==> src/mcfs_pkg.sv <==
package mcfs_pkg;

   // Default store size in bytes
   localparam int STORE_BYTES_DEF = 128;

   localparam int INDEX_W = 7;
   localparam int MASK_W  = 16;
   localparam int BYTE_W  = 8;
   localparam int SHIFT_W = 4;

   // Request kinds carried on the request tuser
   typedef enum logic [1:0] {
      REQ_READ  = 2'd0,
      REQ_WRITE = 2'd1,
      REQ_CLEAR = 2'd2,
      REQ_NONE  = 2'd3
   } req_kind_type;

   // Count of trailing zero bits; zero mask gives zero
   function automatic logic [SHIFT_W-1:0] trailing_zeros(input logic [MASK_W-1:0] m);
      logic [SHIFT_W-1:0] n;
      n = '0;
      for (int i = MASK_W - 1; i >= 0; i--) begin
         if (m[i]) begin
            n = SHIFT_W'(i);
         end
      end
      return n;
   endfunction

endpackage

==> src/masked_cmos_field_store_top.sv <==
// Byte store reached through masked bit fields. Each request word reads a field,
// writes a field (read-modify-write) or clears the whole store; each gives exactly one
// response word. A mask with a non-zero high byte selects a two-byte big-endian field
// starting at byte_index; the field is masked and right-aligned by the mask's trailing
// zero count, and writes use the same alignment. An access that would touch a byte past
// the end of the store sets range_error and leaves the store alone. One request word is
// taken every cycle unless a held response stalls stage 1; the store read is registered
// into stage 1, and the merge and write-back happen as the request moves on to the
// response register. Two byte banks (even and odd addresses) let a two-byte field be
// read and written together; each row carries a valid bit that reset and clear drop.
module masked_cmos_field_store_top #(
   parameter int STORE_BYTES = mcfs_pkg::STORE_BYTES_DEF
) (
   input  logic        clock,
   input  logic        reset,
   input  logic        req_tvalid,
   output logic        req_tready,
   // [6:0] byte_index, [22:7] field_mask, [38:23] write_value
   input  logic [39:0] req_tdata,
   // [1:0] req_type
   input  logic [1:0]  req_tuser,
   output logic        rsp_tvalid,
   input  logic        rsp_tready,
   // [15:0] read_value
   output logic [15:0] rsp_tdata,
   // [0] range_error
   output logic [0:0]  rsp_tuser
);
   import mcfs_pkg::*;

   localparam int ROWS  = (STORE_BYTES + 1) / 2;
   localparam int ROW_W = (ROWS > 1) ? $clog2(ROWS) : 1;

   // Request word fields
   logic [INDEX_W-1:0] in_idx;
   logic [MASK_W-1:0]  in_mask;
   logic [MASK_W-1:0]  in_val;
   logic [BYTE_W:0]    in_first;
   logic [BYTE_W:0]    in_second;
   logic [ROW_W-1:0]   in_row [2];

   assign in_idx    = req_tdata[6:0];
   assign in_mask   = req_tdata[22:7];
   assign in_val    = req_tdata[38:23];
   assign in_first  = {2'b00, in_idx};
   assign in_second = in_first + 9'd1;

   // Bank 0 takes the even one of the two addresses, bank 1 the odd one
   always_comb begin
      if (in_idx[0]) begin
         in_row[0] = in_second[ROW_W:1];
         in_row[1] = in_first[ROW_W:1];
      end else begin
         in_row[0] = in_first[ROW_W:1];
         in_row[1] = in_second[ROW_W:1];
      end
   end

   // Stage 1 registers
   logic                s1_valid_ff;
   req_kind_type        s1_kind_ff;
   logic [INDEX_W-1:0]  s1_idx_ff;
   logic [MASK_W-1:0]   s1_mask_ff;
   logic [MASK_W-1:0]   s1_val_ff;
   logic [ROW_W-1:0]    s1_row_ff [2];
   logic [BYTE_W-1:0]   rd_ff [2];
   logic                rv_ff [2];

   // Write committed on the edge that loaded stage 1 (not seen by its read)
   logic                fw_clear_ff;
   logic                fw_wen_ff [2];
   logic [ROW_W-1:0]    fw_row_ff [2];
   logic [BYTE_W-1:0]   fw_byte_ff [2];

   // Response register
   logic                rsp_valid_ff;
   logic [MASK_W-1:0]   rsp_data_ff;
   logic                rsp_err_ff;

   // Store
   logic [BYTE_W-1:0]   mem_ff [2][ROWS];
   logic [ROWS-1:0]     vld_ff [2];

   logic s1_adv;
   logic s1_load;

   assign s1_adv     = s1_valid_ff && (!rsp_valid_ff || rsp_tready);
   assign req_tready = !s1_valid_ff || s1_adv;
   assign s1_load    = req_tvalid && req_tready;

   // Stage 1 merge logic
   logic [BYTE_W-1:0]  eff_byte [2];
   logic               hi_bank;
   logic               wide;
   logic [SHIFT_W-1:0] sh;
   logic [MASK_W-1:0]  m_eff;
   logic [MASK_W-1:0]  word;
   logic [MASK_W-1:0]  merged;
   logic [MASK_W-1:0]  rd_val;
   logic [BYTE_W:0]    last;
   logic               err;
   logic               do_write;
   logic               do_clear;
   logic               wen [2];
   logic [BYTE_W-1:0]  wbyte [2];

   always_comb begin
      for (int b = 0; b < 2; b++) begin
         if (fw_clear_ff) begin
            eff_byte[b] = '0;
         end else if (fw_wen_ff[b] && fw_row_ff[b] == s1_row_ff[b]) begin
            eff_byte[b] = fw_byte_ff[b];
         end else begin
            eff_byte[b] = rv_ff[b] ? rd_ff[b] : '0;
         end
      end

      hi_bank = s1_idx_ff[0];
      wide    = s1_mask_ff[15:8] != 8'h00;
      sh      = trailing_zeros(s1_mask_ff);
      m_eff   = wide ? s1_mask_ff : {8'h00, s1_mask_ff[7:0]};
      word    = wide ? {eff_byte[hi_bank], eff_byte[~hi_bank]} : {8'h00, eff_byte[hi_bank]};
      last    = {2'b00, s1_idx_ff} + {8'd0, wide};
      err     = (s1_kind_ff == REQ_READ || s1_kind_ff == REQ_WRITE)
                && (last >= 9'(STORE_BYTES));
      rd_val  = (s1_kind_ff == REQ_READ && !err) ? ((word & m_eff) >> sh) : '0;
      merged  = (word & ~m_eff) | ((s1_val_ff << sh) & m_eff);

      do_write = s1_adv && s1_kind_ff == REQ_WRITE && !err;
      do_clear = s1_adv && s1_kind_ff == REQ_CLEAR;

      // High byte goes to the first address, low byte to the next one
      wen[0]   = 1'b0;
      wen[1]   = 1'b0;
      wbyte[0] = merged[7:0];
      wbyte[1] = merged[7:0];
      if (wide) begin
         wen[hi_bank]    = do_write;
         wen[~hi_bank]   = do_write;
         wbyte[hi_bank]  = merged[15:8];
         wbyte[~hi_bank] = merged[7:0];
      end else begin
         wen[hi_bank]    = do_write;
         wbyte[hi_bank]  = merged[7:0];
      end
   end

   // Banks: registered read on load, write-back from stage 1
   for (genvar b = 0; b < 2; b++) begin : g_bank
      always_ff @(posedge clock) begin
         if (wen[b]) begin
            mem_ff[b][s1_row_ff[b]] <= wbyte[b];
         end
         if (s1_load) begin
            rd_ff[b] <= mem_ff[b][in_row[b]];
            rv_ff[b] <= vld_ff[b][in_row[b]];
         end
      end

      always_ff @(posedge clock) begin
         if (reset || do_clear) begin
            vld_ff[b] <= '0;
         end else if (wen[b]) begin
            vld_ff[b][s1_row_ff[b]] <= 1'b1;
         end
      end
   end

   // Stage 1 control and payload
   always_ff @(posedge clock) begin
      if (reset) begin
         s1_valid_ff  <= 1'b0;
         fw_clear_ff  <= 1'b0;
         fw_wen_ff[0] <= 1'b0;
         fw_wen_ff[1] <= 1'b0;
      end else begin
         if (s1_load) begin
            s1_valid_ff <= 1'b1;
            fw_clear_ff <= do_clear;
            for (int b = 0; b < 2; b++) begin
               fw_wen_ff[b] <= wen[b];
            end
         end else if (s1_adv) begin
            s1_valid_ff <= 1'b0;
         end
      end
      if (s1_load) begin
         s1_kind_ff <= req_kind_type'(req_tuser);
         s1_idx_ff  <= in_idx;
         s1_mask_ff <= in_mask;
         s1_val_ff  <= in_val;
         for (int b = 0; b < 2; b++) begin
            s1_row_ff[b]  <= in_row[b];
            fw_row_ff[b]  <= s1_row_ff[b];
            fw_byte_ff[b] <= wbyte[b];
         end
      end
   end

   // Response register
   always_ff @(posedge clock) begin
      if (reset) begin
         rsp_valid_ff <= 1'b0;
      end else if (s1_adv) begin
         rsp_valid_ff <= 1'b1;
      end else if (rsp_tready) begin
         rsp_valid_ff <= 1'b0;
      end
      if (s1_adv) begin
         rsp_data_ff <= rd_val;
         rsp_err_ff  <= err;
      end
   end

   assign rsp_tvalid   = rsp_valid_ff;
   assign rsp_tdata    = rsp_data_ff;
   assign rsp_tuser[0] = rsp_err_ff;

endmodule
==> config.mk <==
export PLATFORM = sky130hd
export DESIGN_NAME = masked_cmos_field_store_top
export DESIGN_NICKNAME = d
export VERILOG_FILES = /design/src/mcfs_pkg.sv /design/src/masked_cmos_field_store_top.sv
export SDC_FILE = /design/constraint.sdc
export NUM_CORES = 2
export LEC_CHECK = 0
export BUFFER_PORTS_ARGS = -buffer_cell sky130_fd_sc_hd__buf_2
export CORE_ASPECT_RATIO = 0.75
export CORE_MARGIN = 1.5
export CORE_UTILIZATION = 63
export CTS_CLUSTER_DIAMETER = 150
export DETAILED_ROUTE_END_ITERATION = 16
export GPL_TIMING_DRIVEN = 0
export PLACE_DENSITY = 0.8
export SLEW_MARGIN = 5
export SYNTH_ARGS = -nofsm -noshare
export SYNTH_HDL_FRONTEND = slang
export SYNTH_SLANG_ARGS = --single-unit
==> constraint.sdc <==
create_clock -name clock -period 5.3 [get_ports clock]
set_input_delay 0.795 -clock clock [delete_from_list [all_inputs] [get_ports clock]]
set_output_delay 0.795 -clock clock [all_outputs]
set_load 0.005 [all_outputs]
; ---- After elaboration in Yosys (flattened, before gate mapping)
; Memory sizes are Yosys's and may differ from the RTL's.
; Index checks and enable logic that the tools add are counted.
[classes]
add_sub_neg = 2
order_cmp = 17
n_eq_ne = 4
shifts = 2
mux = 213
bitwise = 143
reduce_logical = 26
[op_table]
columns = cell, count
row1 = $mux 512, 2
row2 = $mux 8, 20
row3 = $mux 1, 152
row4 = $or 1x1->1, 130
row5 = $mux 64, 2
row6 = $bmux 8 s6, 2
row7 = $demux 8 s6, 2
row8 = $mux 4, 16
row9 = $and 16x16->16, 3
row10 = $bwmux 16, 3
row11 = $mux 16, 3
row12 = $ge 7x7->1 const B, 4
row13 = $lt 6x7->1 const B, 4
row14 = $not 6->7, 4
row15 = $demux 8 s1, 2
row16 = $not 16->16, 1
row17 = $or 16x16->16, 1
row18 = $shl 16x4->16, 1
row19 = $shr 16x4->16, 1
row20 = $logic_and 1x1->1, 15
row21 = $lt 7x1->1 const B, 2
row22 = $bmux 1 s6, 2
row23 = $demux 1 s6, 2
row24 = $eq 6x6->1, 2
row25 = 20 further kinds, 31
[totals]
reg_bits = 61
ram_bits = 1212
input_bits = 46
out_inout_bits = 19
mem_count = 8
[mem_list]
columns = memory, words, word_bits, read_ports, rd_clocked_by_memory_dff, wr, line_no
row1 = mem_ff, 2, 512, 2, 0, 2, masked_cmos_field_store_top.sv:81  ; logic [BYTE_W-1:0] mem_ff [2][ROWS];
row2 = vld_ff, 2, 64, 2, 0, 2, masked_cmos_field_store_top.sv:82  ; logic [ROWS-1:0] vld_ff [2];
row3 = fw_byte_ff, 2, 8, 2, 0, 2, masked_cmos_field_store_top.sv:73  ; logic [BYTE_W-1:0] fw_byte_ff [2];
row4 = rd_ff, 2, 8, 2, 0, 2, masked_cmos_field_store_top.sv:66  ; logic [BYTE_W-1:0] rd_ff [2];
row5 = fw_row_ff, 2, 6, 2, 0, 2, masked_cmos_field_store_top.sv:72  ; logic [ROW_W-1:0] fw_row_ff [2];
row6 = s1_row_ff, 2, 6, 2, 0, 2, masked_cmos_field_store_top.sv:65  ; logic [ROW_W-1:0] s1_row_ff [2];
row7 = +2 memories, -, -, -, -, -, -

; ---- Logic depth before layout (Yosys ltp)
[logic_depth]
ltp_word = 22
ltp_mapped = 14
ltp_nobuf = 12

; ---- Worst setup path before layout
; OpenSTA, ideal clock, no wires.
[synth_timing]
kind = register -> register
start = reg s1_mask_ff[4]
end = mem fw_byte_ff[0][3] (data pin)
setup_time_ns = 0.569
t_arrival_ns = 4.164
t_required_ns = 4.731
slack_ns = 0.567
stages_incl_launch_ff = 10
cell_sequence = edfxtp_1 > or3_1 > a211o_1 > nand2_1 > buf_2 > mux2_2 > nor3_1 > a21oi_1 > a31o_1 > mux2i_1
[synth_rtl]
columns = item, line_no
row1 = start: declaration, masked_cmos_field_store_top.sv:63  ; logic [MASK_W-1:0] s1_mask_ff;
row2 = start signal: assignment, masked_cmos_field_store_top.sv:190  ; s1_mask_ff <= in_mask;
row3 = end: declaration, masked_cmos_field_store_top.sv:73

==> metrics.txt <==
Mapped Avg Cell Area=18.2 um2; Least-Margin Pin Slew=1.45 ns; CTS tree=built; kind of cell adding the most delay to the critical path=simple AND/OR/NAND/NOR gates; end of the worst register-to-register path=mem_ff[0][972]; Worst-Skew Late Latency=0.71 ns; largest net degree at the start of global routing=71; HP Start=req_tdata[9]; GP Congestion=0.951; first-pass GRT wire length=195 mm; Synth Register Bits=1273; Post-Syn Nets=2885; Flop pwr share=0.519; routed vias=29507; CTS Sinks=1273; CP Class=reg -> reg; outcome=finished, final reports clean; Max clock buf depth=3; crit path DAT=5.56 ns; worst r2r path cells=12; Final Hold Viols=0; multi-input combinational cell area=13500 um2; Layout Utilization=0.715; Net count, final=3084; CP required=5.61 ns; core area=80900 um2; Root Buffer=clkbuf_16; Largest stage delay, worst path=0.86 ns; post-synthesis cell count=2836; row cnt=90; Buf/Inv on CP=2; Clock Power Share=0.379; Die X=334 um; Final setup viols=0; Logic pwr share=0.102; die area=83700 um2; FMAX=191 MHz; vias per cell=7.03; Slew Limit Fails=0; vias in the first global route=28759; DP Area=53900 um2; number of distinct library cells after synthesis=75; Worst setup SP type=flip-flop; Clk pin slew, worst setup/hold paths=0.06 ns; Fill cells=4636; Worst slew margin=0.0320; peak supply drop=318 uV; remaining antenna violation count=0; CP max-delay cell=nor2_1; Pwr Total=0.0220 W; Hold Path End=s1_mask_ff[2]; Area contributors post-synth=edfxtp_1 (70%), mux4_2 (15%), dfxtp_1 (2.6%); Leakage=18.5 nW; CTS Buf Count=114; Syn Std Cell Area=51700 um2; Initial Util=0.639; TNS Setup=0 ns; drt total wl=135 mm; I/O pin count=65; CP max FO=9; Iter 0 DRT Violations=5218; Hold WS=0.272 ns; drt first pass iters=7; DRC=0; Synth top area share=0.701; CP endpoint kind=flip-flop; die height=251 um; Post-synth EDFFs=1206; Area Overhead vs Synth=11.9%; antenna violations before repair=11; Tmin final=5.24 ns; Net Sw Frac=0.237; buffers added on ports=63; Wirelength per Cell=32.3 um; Total GRT Usage=0.327; H-Tree Depth=3; Power Density=381 nW/um2; share of layout cells above drive strength 1=0.232; Storage cell area=37600 um2; Hold Path Depth=1; area leader, netlist=edfxtp_1; RSZ-0062 raised after global routing=true; sequential area share after synthesis=0.727; asr flop ratio synth=0; GRT Residual Overflow=0; dpl hpwl=89.0 mm; cells along the critical path=nor4_1 > and2_1 > buf_4 > inv_1 > ha_1 > and4_1 > and4_1 > nor3_1 > o21ai_0 > nor2_1 > nand2_1 > nor2_1; worst hold path class=in -> reg; synth warn=0; switching power=0.00522 W; worst reg2reg startpoint=s1_mask_ff[12]; fin crit share=0.989; internal power=0.0168 W; skew final=0.0310 ns; top_reg_cell synth=edfxtp_1; final instance area=57800 um2; max cap viols=0; flop2flop setup slack=0.06 ns
[cells in the mapped netlist, types with 23 or more instances]
cell type,number
nand2_1,233
a311oi_1,27
o21a_1,66
clkbuf_1,106
edfxtp_1,1206
dfxtp_1,67
buf_1,27
a21oi_1,42
nor2_1,233
nand3_1,62
mux2i_1,43
and3_1,23
buf_2,42
mux4_2,333
o21ai_0,76
[stage by stage]
stage / setup WS [ns] / instances
2_1_floorplan: 0.567 / 2836
3_3_place_gp: -2.72 / 3957
3_5_place_dp: 0.0467 / 3976
4_1_cts: 0.103 / 4190
5_1_grt: -0.125 / 4191
6_report: 0.0562 / 4196
[cell type report]
cell class              count  share of cell area
multi-input cells        1361               0.233
well taps                1058              0.0229
clock inverters            65              0.0125
repair buffers             83              0.0139
clock buffers             149              0.0529
flip-flops and latches   1273               0.650
inverters                  17             0.00115
diodes                      5            0.000216
plain buffers             185              0.0140
[power by group through the flow]
stage	clock (W)	sequential, W	combinational [W]
CTS	0.00838	0.0115	0.00216
global route	0.00874	0.0115	0.00232
global placement	0	0.0117	0.00192
floorplan	0	0.0117	0.00122
detailed placement	0	0.0117	0.00214
finish	0.00835	0.0114	0.00224
[worst max-delay path by stage]
| stage | start | to | slack (ns) | depth (start not counted) |
|---|---|---|---|---|
| after CTS | s1_mask_ff[12] | mem_ff[0][987] | 0.10 | 12 |
| final | s1_mask_ff[12] | mem_ff[0][972] | 0.06 | 12 |
| after floorplan | s1_mask_ff[4] | fw_byte_ff[0][3] | 0.57 | 9 |
| after global placement | s1_mask_ff[4] | mem_ff[0][67] | -2.72 | 10 |
| after detailed placement | rsp_tready | mem_ff[0][987] | 0.05 | 9 |
| after global routing | s1_mask_ff[12] | mem_ff[0][575] | -0.13 | 12 |
[cell usage in the layout (no fill, tap or decap), types with 7 or more instances in the layout]
cell type   instances
edfxtp_1         1206
mux4_2            333
nand2_1           233
nor2_1            194
clkbuf_1          135
clkbuf_16         115
buf_2             105
o21ai_0            76
dfxtp_1            67
o21a_1             66
nand3_1            62
a21oi_1            40
nor2_2             39
mux2i_1            37
buf_1              27
a311oi_1           27
and3_1             23
clkinv_1           19
clkinv_2           18
or3_1              15
inv_1              14
mux2_2             13
a31oi_1            13
nor3_1             12
bufinv_16          12
buf_16             12
xor2_1             10
nor2b_1             9
and2_1              9
xnor2_1             8
o22ai_1             8
buf_6               7
o21ai_1             7
clkinvlp_4          7
buf_12              7
[sequential cells by signal (all words and copies together), names as in the netlist, 2 cells and up]
register,cells
fw_wen_ff,2
rv_ff,2
s1_kind_ff,2
rd_ff,16
s1_idx_ff,7
vld_ff,128
s1_mask_ff,16
rsp_tdata,16
s1_val_ff,16
s1_row_ff,12
fw_byte_ff,16
mem_ff,1024
fw_row_ff,12
[layer usage]
| layer | up-vias | routed length [um] | global-route usage |
|---|---|---|---|
| li1 | 11781 | - | - |
| met1 | 14969 | 51300 | 0.505 |
| met2 | 2442 | 58200 | 0.457 |
| met3 | 311 | 22500 | 0.109 |
| met4 | 4 | 3510 | 0.0781 |
| met5 | - | 27 | 0 |
[worst register-to-register path: cells and delay by family (launching register included)]
| kind | cells | cell delay [ns] |
|---|---|---|
| adders and majority gates | 1 | 0.20 |
| buffers and inverters | 2 | 0.31 |
| DFF | 1 | 0.56 |
| AOI/OAI and AO/OA | 1 | 0.48 |
| and+or+nand+nor | 8 | 3.29 |
[logic make-up (layout without fill, tap and decap cells)]
family	count (synthesis)	count (layout)	share of synthesized area
buffers and inverters	202	499	0.0169
AND/OR/NAND/NOR	643	643	0.0552
flip-flops	1273	1273	0.727
multiplexers	393	393	0.157
AO/OA/AOI/OAI	301	301	0.0388
XOR/XNOR	21	21	0.00400
other	0	5	0
adder cells (fa/ha/maj)	3	3	0.000727
[repair_timing]
item / in CTS / in global routing
endpoints found under the setup margin: 0 / 323
setup buffers: 0 / 0
hold buffers: 0 / 0
resized for setup: 0 / 38
Note: power is estimated with default switching activity, not from simulation.
